## src/rtl/spa_pkg.sv

```systemverilog
`timescale 1ns / 1ps
// Shared constants, codes, types and search helpers for the slot and pattern allocator.
// Used by the channel interfaces, the controller, the datapath and the top level.
package spa_pkg;

	localparam int SLOT_COUNT    = 128;
	localparam int PATTERN_COUNT = 128;

	localparam int OP_W      = 3;
	localparam int IN_IDX_W  = 7;
	localparam int GRANT_W   = 7;
	localparam int STATUS_W  = 2;
	localparam int IDX_CMP_W = 11;

	localparam int SIDX_W = $clog2(SLOT_COUNT);
	localparam int PIDX_W = $clog2(PATTERN_COUNT);
	localparam int CNT_W  = 8;
	localparam logic [CNT_W-1:0] CNT_MAX = {CNT_W{1'b1}};

	localparam int GW       = 16;
	localparam int GW_W     = $clog2(GW);
	localparam int S_NG     = (SLOT_COUNT + GW - 1) / GW;
	localparam int P_NG     = (PATTERN_COUNT + GW - 1) / GW;
	localparam int S_NG_W   = (S_NG > 1) ? $clog2(S_NG) : 1;
	localparam int P_NG_W   = (P_NG > 1) ? $clog2(P_NG) : 1;

	typedef enum logic [OP_W-1:0] {
		OP_ALLOC_SLOT = 3'd0,
		OP_SHOW       = 3'd1,
		OP_HIDE       = 3'd2,
		OP_FREE_SLOT  = 3'd3,
		OP_ALLOC_PAT  = 3'd4,
		OP_REF        = 3'd5,
		OP_UNREF      = 3'd6,
		OP_NOP        = 3'd7
	} op_t;

	typedef enum logic [STATUS_W-1:0] {
		ST_OK    = 2'd0,
		ST_NONE  = 2'd1,
		ST_UNDER = 2'd2,
		ST_SAT   = 2'd3
	} status_t;

	typedef struct packed {
		logic load;
		logic look;
		logic commit;
	} spa_cmd_t;

	typedef struct packed {
		logic needs_look;
	} spa_sts_t;

	function automatic logic [GW_W-1:0] grp_first(input logic [GW-1:0] v);
		logic [GW_W-1:0] pos;
		pos = '0;
		for (int k = GW - 1; k >= 0; k--) begin
			if (v[k]) begin
				pos = GW_W'(k);
			end
		end
		return pos;
	endfunction

endpackage

```

## src/rtl/spa_ifs.sv

```systemverilog
`timescale 1ns / 1ps
// Valid/ready channel interfaces for request items and result items.
// Depends on spa_pkg for field widths.
interface spa_req_if;
	import spa_pkg::*;
	logic                valid;
	logic                ready;
	logic [OP_W-1:0]     op;
	logic [IN_IDX_W-1:0] slot_index;
	logic [IN_IDX_W-1:0] pattern_index;

	modport source (output valid, output op, output slot_index, output pattern_index,
		input ready);
	modport sink (input valid, input op, input slot_index, input pattern_index,
		output ready);
endinterface

interface spa_res_if;
	import spa_pkg::*;
	logic                valid;
	logic                ready;
	logic [GRANT_W-1:0]  granted_index;
	logic [STATUS_W-1:0] status;

	modport source (output valid, output granted_index, output status, input ready);
	modport sink (input valid, input granted_index, input status, output ready);
endinterface

```

## src/rtl/spa_datapath.sv

```systemverilog
`timescale 1ns / 1ps
// Datapath: slot occupancy flags, pattern counts with nonzero flags, two-level
// first-free search and the result register. Depends on spa_pkg.
module spa_datapath
	import spa_pkg::*;
(
	input  logic                clk,
	input  logic                arst_n,
	input  spa_cmd_t            cmd,
	output spa_sts_t            sts,
	input  logic [OP_W-1:0]     op,
	input  logic [IN_IDX_W-1:0] slot_index,
	input  logic [IN_IDX_W-1:0] pattern_index,
	output logic [GRANT_W-1:0]  granted_index,
	output logic [STATUS_W-1:0] status
);

	op_t                 op_q;
	logic [IN_IDX_W-1:0] slot_index_q;
	logic [IN_IDX_W-1:0] pattern_index_q;

	logic [SLOT_COUNT-1:0]    used_q;
	logic [PATTERN_COUNT-1:0] nz_q;
	logic [CNT_W-1:0]         cnt_mem [PATTERN_COUNT];
	logic [CNT_W-1:0]         rd_s1;

	logic [S_NG-1:0] s_any_s1;
	logic [GW_W-1:0] s_sub_s1 [S_NG];
	logic [P_NG-1:0] p_any_s1;
	logic [GW_W-1:0] p_sub_s1 [P_NG];

	logic [GRANT_W-1:0] granted_q;
	status_t            status_q;

	logic [S_NG*GW-1:0] s_free;
	logic [P_NG*GW-1:0] p_free;
	logic [SIDX_W-1:0]  s_addr;
	logic [PIDX_W-1:0]  p_addr;
	logic               s_in_range;
	logic               p_in_range;
	logic [S_NG_W-1:0]  s_grp;
	logic [P_NG_W-1:0]  p_grp;
	logic [SIDX_W-1:0]  s_grant;
	logic [PIDX_W-1:0]  p_grant;
	logic [CNT_W-1:0]   cnt_cur;
	op_t                op_new;

	logic               used_set;
	logic               used_clr;
	logic [SIDX_W-1:0]  used_addr;
	logic               nz_wr;
	logic               nz_val;
	logic               mem_wr;
	logic [PIDX_W-1:0]  mem_addr;
	logic [CNT_W-1:0]   mem_data;
	logic [GRANT_W-1:0] res_grant;
	status_t            res_status;

	assign op_new = op_t'(op);
	always_comb begin
		case (op_new)
			OP_ALLOC_SLOT, OP_ALLOC_PAT, OP_REF, OP_UNREF: sts.needs_look = 1'b1;
			default:                                       sts.needs_look = 1'b0;
		endcase
	end

	assign s_addr     = SIDX_W'(slot_index_q);
	assign p_addr     = PIDX_W'(pattern_index_q);
	assign s_in_range = IDX_CMP_W'(slot_index_q) < IDX_CMP_W'(SLOT_COUNT);
	assign p_in_range = IDX_CMP_W'(pattern_index_q) < IDX_CMP_W'(PATTERN_COUNT);

	always_comb begin
		s_free = '0;
		s_free[SLOT_COUNT-1:0] = ~used_q;
		p_free = '0;
		p_free[PATTERN_COUNT-1:0] = ~nz_q;
		p_free[0] = 1'b0;
	end

	always_ff @(posedge clk) begin
		if (cmd.load) begin
			op_q            <= op_new;
			slot_index_q    <= slot_index;
			pattern_index_q <= pattern_index;
		end
		if (cmd.look) begin
			rd_s1 <= cnt_mem[p_addr];
			for (int g = 0; g < S_NG; g++) begin
				s_any_s1[g] <= |s_free[g*GW +: GW];
				s_sub_s1[g] <= grp_first(s_free[g*GW +: GW]);
			end
			for (int g = 0; g < P_NG; g++) begin
				p_any_s1[g] <= |p_free[g*GW +: GW];
				p_sub_s1[g] <= grp_first(p_free[g*GW +: GW]);
			end
		end
		if (mem_wr) begin
			cnt_mem[mem_addr] <= mem_data;
		end
	end

	always_comb begin
		s_grp = '0;
		for (int g = S_NG - 1; g >= 0; g--) begin
			if (s_any_s1[g]) begin
				s_grp = S_NG_W'(g);
			end
		end
		p_grp = '0;
		for (int g = P_NG - 1; g >= 0; g--) begin
			if (p_any_s1[g]) begin
				p_grp = P_NG_W'(g);
			end
		end
		s_grant = SIDX_W'({s_grp, s_sub_s1[s_grp]});
		p_grant = PIDX_W'({p_grp, p_sub_s1[p_grp]});
		cnt_cur = nz_q[p_addr] ? rd_s1 : '0;
	end

	always_comb begin
		used_set   = 1'b0;
		used_clr   = 1'b0;
		used_addr  = s_addr;
		nz_wr      = 1'b0;
		nz_val     = 1'b0;
		mem_wr     = 1'b0;
		mem_addr   = p_addr;
		mem_data   = cnt_cur;
		res_grant  = '0;
		res_status = ST_OK;
		case (op_q)
			OP_ALLOC_SLOT: begin
				if (|s_any_s1) begin
					used_set  = cmd.commit;
					used_addr = s_grant;
					res_grant = GRANT_W'(s_grant);
				end else begin
					res_status = ST_NONE;
				end
			end
			OP_SHOW, OP_HIDE: begin
				used_set = cmd.commit && s_in_range;
			end
			OP_FREE_SLOT: begin
				used_clr = cmd.commit && s_in_range;
			end
			OP_ALLOC_PAT: begin
				if (|p_any_s1) begin
					nz_wr     = cmd.commit;
					nz_val    = 1'b1;
					mem_wr    = cmd.commit;
					mem_addr  = p_grant;
					mem_data  = CNT_W'(1);
					res_grant = GRANT_W'(p_grant);
				end else begin
					res_status = ST_NONE;
				end
			end
			OP_REF: begin
				if (p_in_range) begin
					if (cnt_cur == CNT_MAX) begin
						res_status = ST_SAT;
					end else begin
						nz_wr    = cmd.commit;
						nz_val   = 1'b1;
						mem_wr   = cmd.commit;
						mem_data = cnt_cur + CNT_W'(1);
					end
				end
			end
			OP_UNREF: begin
				if (p_in_range) begin
					if (cnt_cur == '0) begin
						res_status = ST_UNDER;
					end else begin
						nz_wr    = cmd.commit;
						nz_val   = cnt_cur != CNT_W'(1);
						mem_wr   = cmd.commit;
						mem_data = cnt_cur - CNT_W'(1);
					end
				end
			end
			default: begin
				res_status = ST_OK;
			end
		endcase
	end

	always_ff @(posedge clk or negedge arst_n) begin
		if (!arst_n) begin
			used_q <= '0;
			nz_q   <= '0;
		end else begin
			if (used_set) begin
				used_q[used_addr] <= 1'b1;
			end else if (used_clr) begin
				used_q[used_addr] <= 1'b0;
			end
			if (nz_wr) begin
				nz_q[mem_addr] <= nz_val;
			end
		end
	end

	always_ff @(posedge clk) begin
		if (cmd.commit) begin
			granted_q <= res_grant;
			status_q  <= res_status;
		end
	end

	assign granted_index = granted_q;
	assign status        = status_q;

`ifndef SYNTHESIS
	a_pat_grant_nonzero: assert property (@(posedge clk) disable iff (!arst_n)
		cmd.commit && op_q == OP_ALLOC_PAT |=> status_q != ST_OK || granted_q != '0)
		else $error("pattern allocation granted entry zero");
	a_alloc_slot_marks: assert property (@(posedge clk) disable iff (!arst_n)
		cmd.commit && op_q == OP_ALLOC_SLOT && |s_any_s1 |=> used_q[$past(s_grant)])
		else $error("allocated slot not marked used");
	a_fail_grants_zero: assert property (@(posedge clk) disable iff (!arst_n)
		cmd.commit && res_status != ST_OK |-> res_grant == '0)
		else $error("failed request reported a granted index");
`endif

endmodule

```

## src/rtl/spa_ctrl.sv

```systemverilog
`timescale 1ns / 1ps
// Controller: sequences load, search and commit of one item and owns the
// result valid flag. Depends on spa_pkg for the command and status structs.
module spa_ctrl
	import spa_pkg::*;
(
	input  logic     clk,
	input  logic     arst_n,
	input  logic     in_valid,
	output logic     in_ready,
	output logic     out_valid,
	input  logic     out_ready,
	input  spa_sts_t sts,
	output spa_cmd_t cmd
);

	typedef enum logic [1:0] {
		S_IDLE,
		S_LOOK,
		S_COMMIT
	} state_t;

	state_t state_q;
	logic   out_valid_q;
	logic   accept;
	logic   can_commit;

	assign in_ready   = state_q == S_IDLE;
	assign accept     = in_valid && in_ready;
	assign can_commit = !out_valid_q || out_ready;

	assign cmd.load   = accept;
	assign cmd.look   = state_q == S_LOOK;
	assign cmd.commit = state_q == S_COMMIT && can_commit;
	assign out_valid  = out_valid_q;

	always_ff @(posedge clk or negedge arst_n) begin
		if (!arst_n) begin
			state_q     <= S_IDLE;
			out_valid_q <= 1'b0;
		end else begin
			if (cmd.commit) begin
				out_valid_q <= 1'b1;
			end else if (out_ready) begin
				out_valid_q <= 1'b0;
			end
			case (state_q)
				S_IDLE: begin
					if (accept) begin
						state_q <= sts.needs_look ? S_LOOK : S_COMMIT;
					end
				end
				S_LOOK: begin
					state_q <= S_COMMIT;
				end
				S_COMMIT: begin
					if (can_commit) begin
						state_q <= S_IDLE;
					end
				end
				default: begin
					state_q <= S_IDLE;
				end
			endcase
		end
	end

`ifndef SYNTHESIS
	a_busy_after_accept: assert property (@(posedge clk) disable iff (!arst_n)
		accept |=> !in_ready)
		else $error("new item taken while one is in flight");
	a_commit_has_room: assert property (@(posedge clk) disable iff (!arst_n)
		cmd.commit |-> !out_valid_q || out_ready)
		else $error("result overwrote an untaken result");
	a_look_then_commit: assert property (@(posedge clk) disable iff (!arst_n)
		cmd.look |=> state_q == S_COMMIT)
		else $error("search not followed by commit");
`endif

endmodule

```

## src/rtl/slot_and_pattern_allocator_top.sv

```systemverilog
`timescale 1ns / 1ps
// Top level of the slot and pattern allocator: joins controller and datapath.
// Depends on spa_pkg, spa_ifs, spa_ctrl and spa_datapath.
//
// The block takes request items on the items channel and returns exactly one
// result item per request on the results channel, both valid/ready.
// Show, hide, free and the unused code go from acceptance straight to the
// commit step; slot allocation, pattern allocation, ref and unref first pass
// a search step for the registered group search and the count memory read.
// One item is in flight at a time: no new item is taken until the last one
// has passed its search and count read-modify-write sequence and committed.
// The result sits in an output register: a new item is accepted while an
// earlier result still waits, and the block only holds in its commit step
// when that register is still full. A stalled receiver therefore stops
// intake after at most one further item.
// Reset marks every slot free and every pattern count zero at once; the
// block accepts items in the first cycle after reset is released.
module slot_and_pattern_allocator_top
	import spa_pkg::*;
(
	input  logic      clk,
	input  logic      arst_n,
	spa_req_if.sink   items,
	spa_res_if.source results
);

	spa_cmd_t cmd;
	spa_sts_t sts;

	spa_ctrl u_ctrl (
		.clk       (clk),
		.arst_n    (arst_n),
		.in_valid  (items.valid),
		.in_ready  (items.ready),
		.out_valid (results.valid),
		.out_ready (results.ready),
		.sts       (sts),
		.cmd       (cmd)
	);

	spa_datapath u_datapath (
		.clk           (clk),
		.arst_n        (arst_n),
		.cmd           (cmd),
		.sts           (sts),
		.op            (items.op),
		.slot_index    (items.slot_index),
		.pattern_index (items.pattern_index),
		.granted_index (results.granted_index),
		.status        (results.status)
	);

endmodule
```

## src/flat_wrapper.sv

```systemverilog
// flat-port wrapper written by rule: the top's interface ports become plain ports
module slot_and_pattern_allocator_top_flat import spa_pkg::*;
  (clk, arst_n, items_valid, items_op, items_slot_index, items_pattern_index, items_ready, results_valid, results_granted_index, results_status, results_ready);
  spa_req_if items_i ();
  spa_res_if results_i ();
  input  logic clk;
  input  logic arst_n;
  input wire logic [$bits(items_i.valid)-1:0] items_valid;
  input wire logic [$bits(items_i.op)-1:0] items_op;
  input wire logic [$bits(items_i.slot_index)-1:0] items_slot_index;
  input wire logic [$bits(items_i.pattern_index)-1:0] items_pattern_index;
  output wire logic [$bits(items_i.ready)-1:0] items_ready;
  output wire logic [$bits(results_i.valid)-1:0] results_valid;
  output wire logic [$bits(results_i.granted_index)-1:0] results_granted_index;
  output wire logic [$bits(results_i.status)-1:0] results_status;
  input wire logic [$bits(results_i.ready)-1:0] results_ready;
  assign items_i.valid = items_valid;
  assign items_i.op = items_op;
  assign items_i.slot_index = items_slot_index;
  assign items_i.pattern_index = items_pattern_index;
  assign items_ready = items_i.ready;
  assign results_valid = results_i.valid;
  assign results_granted_index = results_i.granted_index;
  assign results_status = results_i.status;
  assign results_i.ready = results_ready;
  slot_and_pattern_allocator_top u_core (.clk(clk), .arst_n(arst_n), .items(items_i), .results(results_i));
endmodule
```

## config.mk

```make
export PLATFORM = sky130hd
export DESIGN_NAME = slot_and_pattern_allocator_top_flat
export DESIGN_NICKNAME = d
export VERILOG_FILES = /design/src/rtl/spa_pkg.sv /design/src/rtl/spa_ifs.sv /design/src/rtl/spa_datapath.sv /design/src/rtl/spa_ctrl.sv /design/src/rtl/slot_and_pattern_allocator_top.sv /design/src/flat_wrapper.sv
export SDC_FILE = /design/constraint.sdc
export NUM_CORES = 2
export LEC_CHECK = 0
export BUFFER_PORTS_ARGS = -buffer_cell sky130_fd_sc_hd__buf_2
export CORE_ASPECT_RATIO = 1.5
export CORE_MARGIN = 8
export CORE_UTILIZATION = 66
export CTS_BUF_LIST = sky130_fd_sc_hd__clkbuf_4
export CTS_CLUSTER_DIAMETER = 150
export DETAILED_ROUTE_END_ITERATION = 12
export PLACE_DENSITY_LB_ADDON = 0.12
export SETUP_SLACK_MARGIN = 0.05
export SLEW_MARGIN = 20
export SYNTH_ARGS = -nofsm -noshare
export SYNTH_HDL_FRONTEND = slang
export SYNTH_SLANG_ARGS = --single-unit
```

## constraint.sdc

```tcl
create_clock -name clk -period 10.8 [get_ports clk]
set_input_delay 0.54 -clock clk [delete_from_list [all_inputs] [get_ports clk]]
set_output_delay 0.54 -clock clk [all_outputs]
set_load 0.05 [all_outputs]
```

==> metrics <==
status finished, final reports clean; Top FF cell, synth edfxtp_1; Post-synth EDFFs 1138; Mapped Nets 3410; post-route ant nets 0; worst r2r src u_core.u_datapath.p_addr[2]; GRT overflow 0; Max Fanout on Critical Path 83; Die W 262 um; Worst setup EP type flip-flop; initial antenna violation count 6; Final Skew 0.0984 ns; worst reg2reg path depth 16; warnings from Yosys 0; r2r endpoint u_core.u_datapath.nz_q[102]; worst vdd ir 130 uV; Critical Path Sink u_core.u_datapath.nz_q[102]; routed via count 34488; worst hold path type in -> reg; Seq cells post-synth between 1000 and 1500; WL final 155 mm; # port buffers 31; top cells by area, synth edfxtp_1 (57%), mux4_2 (14%), dfrtp_1 (11%); Inserted Clock Buffers 330; routed vias/inst 6.75; reg-to-reg slack, setup 3.17 ns; Slew HR 0.199; routability cong. 0.945; initial DRC count 3364; RSZ-0062 raised after global routing no; final HPWL from detailed placement 100 mm; synthesized area per cell about 18 um2; share of cells above drive strength 1 0.345; Cell Area, Synth 59800 um2; worst slew pin tran 1.20 ns; largest net degree at the start of global routing about 130; Ports 32; maximum clock rate about 0.13 GHz; Root Driver clkbuf_4; worst setup path class reg -> reg; critical path data required time approximately 12 ns; CTS tree yes; top post-synthesis cells by count edfxtp_1 (1138), mux4_2 (363), dfrtp_1 (259); Min Hold Slack 0.103 ns; Final Hold Fails 0; Yosys top cell area share 0.572; H-tree depth 5; Worst Path Arrival just under 9 ns; final setup fails 0; vias in the first global route 35227; clk buf depth 4; Initial Utilization 0.664; Layout area overhead 10.4%; ys async rst share 0.185; Die Y 385 um; Worst Setup SP u_core.u_datapath.p_addr[2]; Global Route Usage Sum 0.314; Final Util 0.733; setup bufs post-CTS 0; synthesized instance count 3386; Tmin final 7.63 ns; row cnt 135; Final period util 0.707; DRC violations left 0; setup TNS 0 ns; Post-layout nets 3713; pwr/cell area 178 nW/um2; register area share after synthesis 0.680; core box area approximately 90000 um2; clk sink count 1397; drt first pass iters 6; routed len/inst ~30 um; cell taking the most area after synthesis edfxtp_1; Worst-Skew Late Latency 1.24 ns; Max Slew Vio Count 0; cell leakage power 22.8 nW; clock slew at reported path FFs 0.07 ns; post-cts sizing count 0; Startpoint Class flip-flop; Unique masters post-synth 81; die area 101000 um2; Max Cap Viol 0; count leader, synth edfxtp_1; first-pass GRT wire length approximately 230 mm
## cell usage in the layout (no fill, tap or decap), types with 6 or more instances in the layout
cell	synthesis	routed
nand2_1	179	179
edfxtp_1	1138	1138
nor2b_1	27	26
clkbuf_4	0	487
nand4_1	53	53
mux4_2	363	363
or3_1	15	15
a21oi_1	43	40
inv_1	68	68
nand3_1	37	37
and2_1	7	7
clkinv_2	0	28
clkinv_1	0	60
dlygate4sd3_1	0	35
nor3_1	139	115
a31oi_1	39	38
o211ai_1	23	23
mux2_1	42	42
a22oi_1	6	6
a211oi_1	7	7
mux2_2	228	228
o21ai_0	67	67
mux2i_1	48	48
a21o_1	7	7
diode_2	0	6
nor3_2	58	82
or2_2	6	6
buf_2	17	30
and3_1	8	8
nor2_1	155	155
buf_4	2	66
nor3_4	21	21
dfrtp_1	259	259
nand2b_1	17	17
a21boi_0	50	49
nor3b_1	11	11
## what timing repair did
action | CTS | global route
endpoints found under the setup margin | 0 | 0
hold buffers | 36 | 0
endpoints found under the hold margin | 117 | 0
## area by class of cell
class / count / area (um2)
antenna: 6 / 15.0
clock buffer: 487 / 3660
clock inverter: 94 / 467
fill: 5371 / 24000
inverter: 68 / 255
multi-input combinational: 1751 / 18300
sequential: 1397 / 40700
tap: 1164 / 1460
timing repair buffer: 141 / 1190
## power breakdown
group | internal, W | switching (W) | leakage, nW
Clock | 0.00214 | 0.00202 | 2.50
Combinational | 0.000414 | 0.000995 | 6.27
Sequential | 0.00611 | 0.0000572 | 14.0
Total | 0.00867 | 0.00308 | 22.8
## sequential cells by signal, summed over array words and instances, names as in the netlist, named ones only
register                         cells
u_core.u_datapath.cnt_mem         1024
u_core.u_datapath.p_sub_s1          32
u_core.u_datapath.nz_q             128
u_core.u_datapath.p_addr             7
u_core.u_ctrl.state_q                2
u_core.u_datapath.p_any_s1           8
u_core.u_datapath.granted_index      7
u_core.u_ctrl.out_valid              1
u_core.u_datapath.s_any_s1           8
u_core.u_datapath.s_sub_s1          32
u_core.u_datapath.rd_s1              8
u_core.u_datapath.status             2
u_core.u_datapath.op_q               3
u_core.u_datapath.s_addr             7
## stage by stage
step	cell area (um2)	setup WS, ns	power (W)	instances
3_3_place_gp	61300	3.23	0.00763	4483
3_5_place_dp	61400	3.25	0.00767	4484
6_report	66000	3.17	0.0117	5108
2_1_floorplan	59800	1.24	0.00715	3386
5_1_grt	66000	2.69	0.0121	5108
4_1_cts	65900	3.23	0.0118	5101
## per-layer routing
metal | vias up | track usage | wire, um
met3 | 371 | 0.0700 | 12600
met4 | 2 | 0.159 | 8020
met1 | 17765 | 0.383 | 54200
met5 | - | 0 | 13
met2 | 1916 | 0.527 | 80100
li1 | 14434 | - | -
## cell families (layout without fill, tap and decap cells)
family / Yosys count / count (layout) / synth area share
DFF: 1397 / 1397 / 0.680
and+or+nand+nor: 759 / 759 / 0.0702
muxes: 683 / 683 / 0.197
AOI/OAI and AO/OA: 303 / 303 / 0.0336
buffers and inverters: 238 / 790 / 0.0184
adders and majority gates: 4 / 4 / 0.000796
xor gates and xnor gates: 2 / 2 / 0.000293
other: 0 / 6 / 0
## worst min path at each step
stage | start | cells after the start | endpoint | slack [ns]
final | items_op[2] | 2 | u_core.u_datapath.op_q[2] | 0.10
after global routing | items_op[2] | 2 | u_core.u_datapath.op_q[2] | 0.01
after CTS | items_op[2] | 2 | u_core.u_datapath.op_q[2] | 0.00004
after detailed placement | u_core.u_ctrl.out_valid | 2 | u_core.u_ctrl.out_valid | 0.51
after global placement | flip-flop | 1 | flip-flop | 0.51
after floorplan | arst_n | 0 | asynchronous set/reset pin | 0.24
## worst max-delay path: stages (launching register included)
cell,delay (ns)
edfxtp_1,0.99
buf_4,0.63
mux4_2,0.65
a221oi_1,0.26
a22oi_1,0.22
nand2_1,0.47
and2_1,0.28
ha_1,0.23
nand2_1,0.12
nor3_1,0.58
nand2_1,0.17
a21oi_1,0.34
o221a_4,0.88
buf_12,0.56
or2_2,0.44
nor2_1,0.26
mux2_2,0.34
No activity file was read; power rests on OpenSTA's default activity.
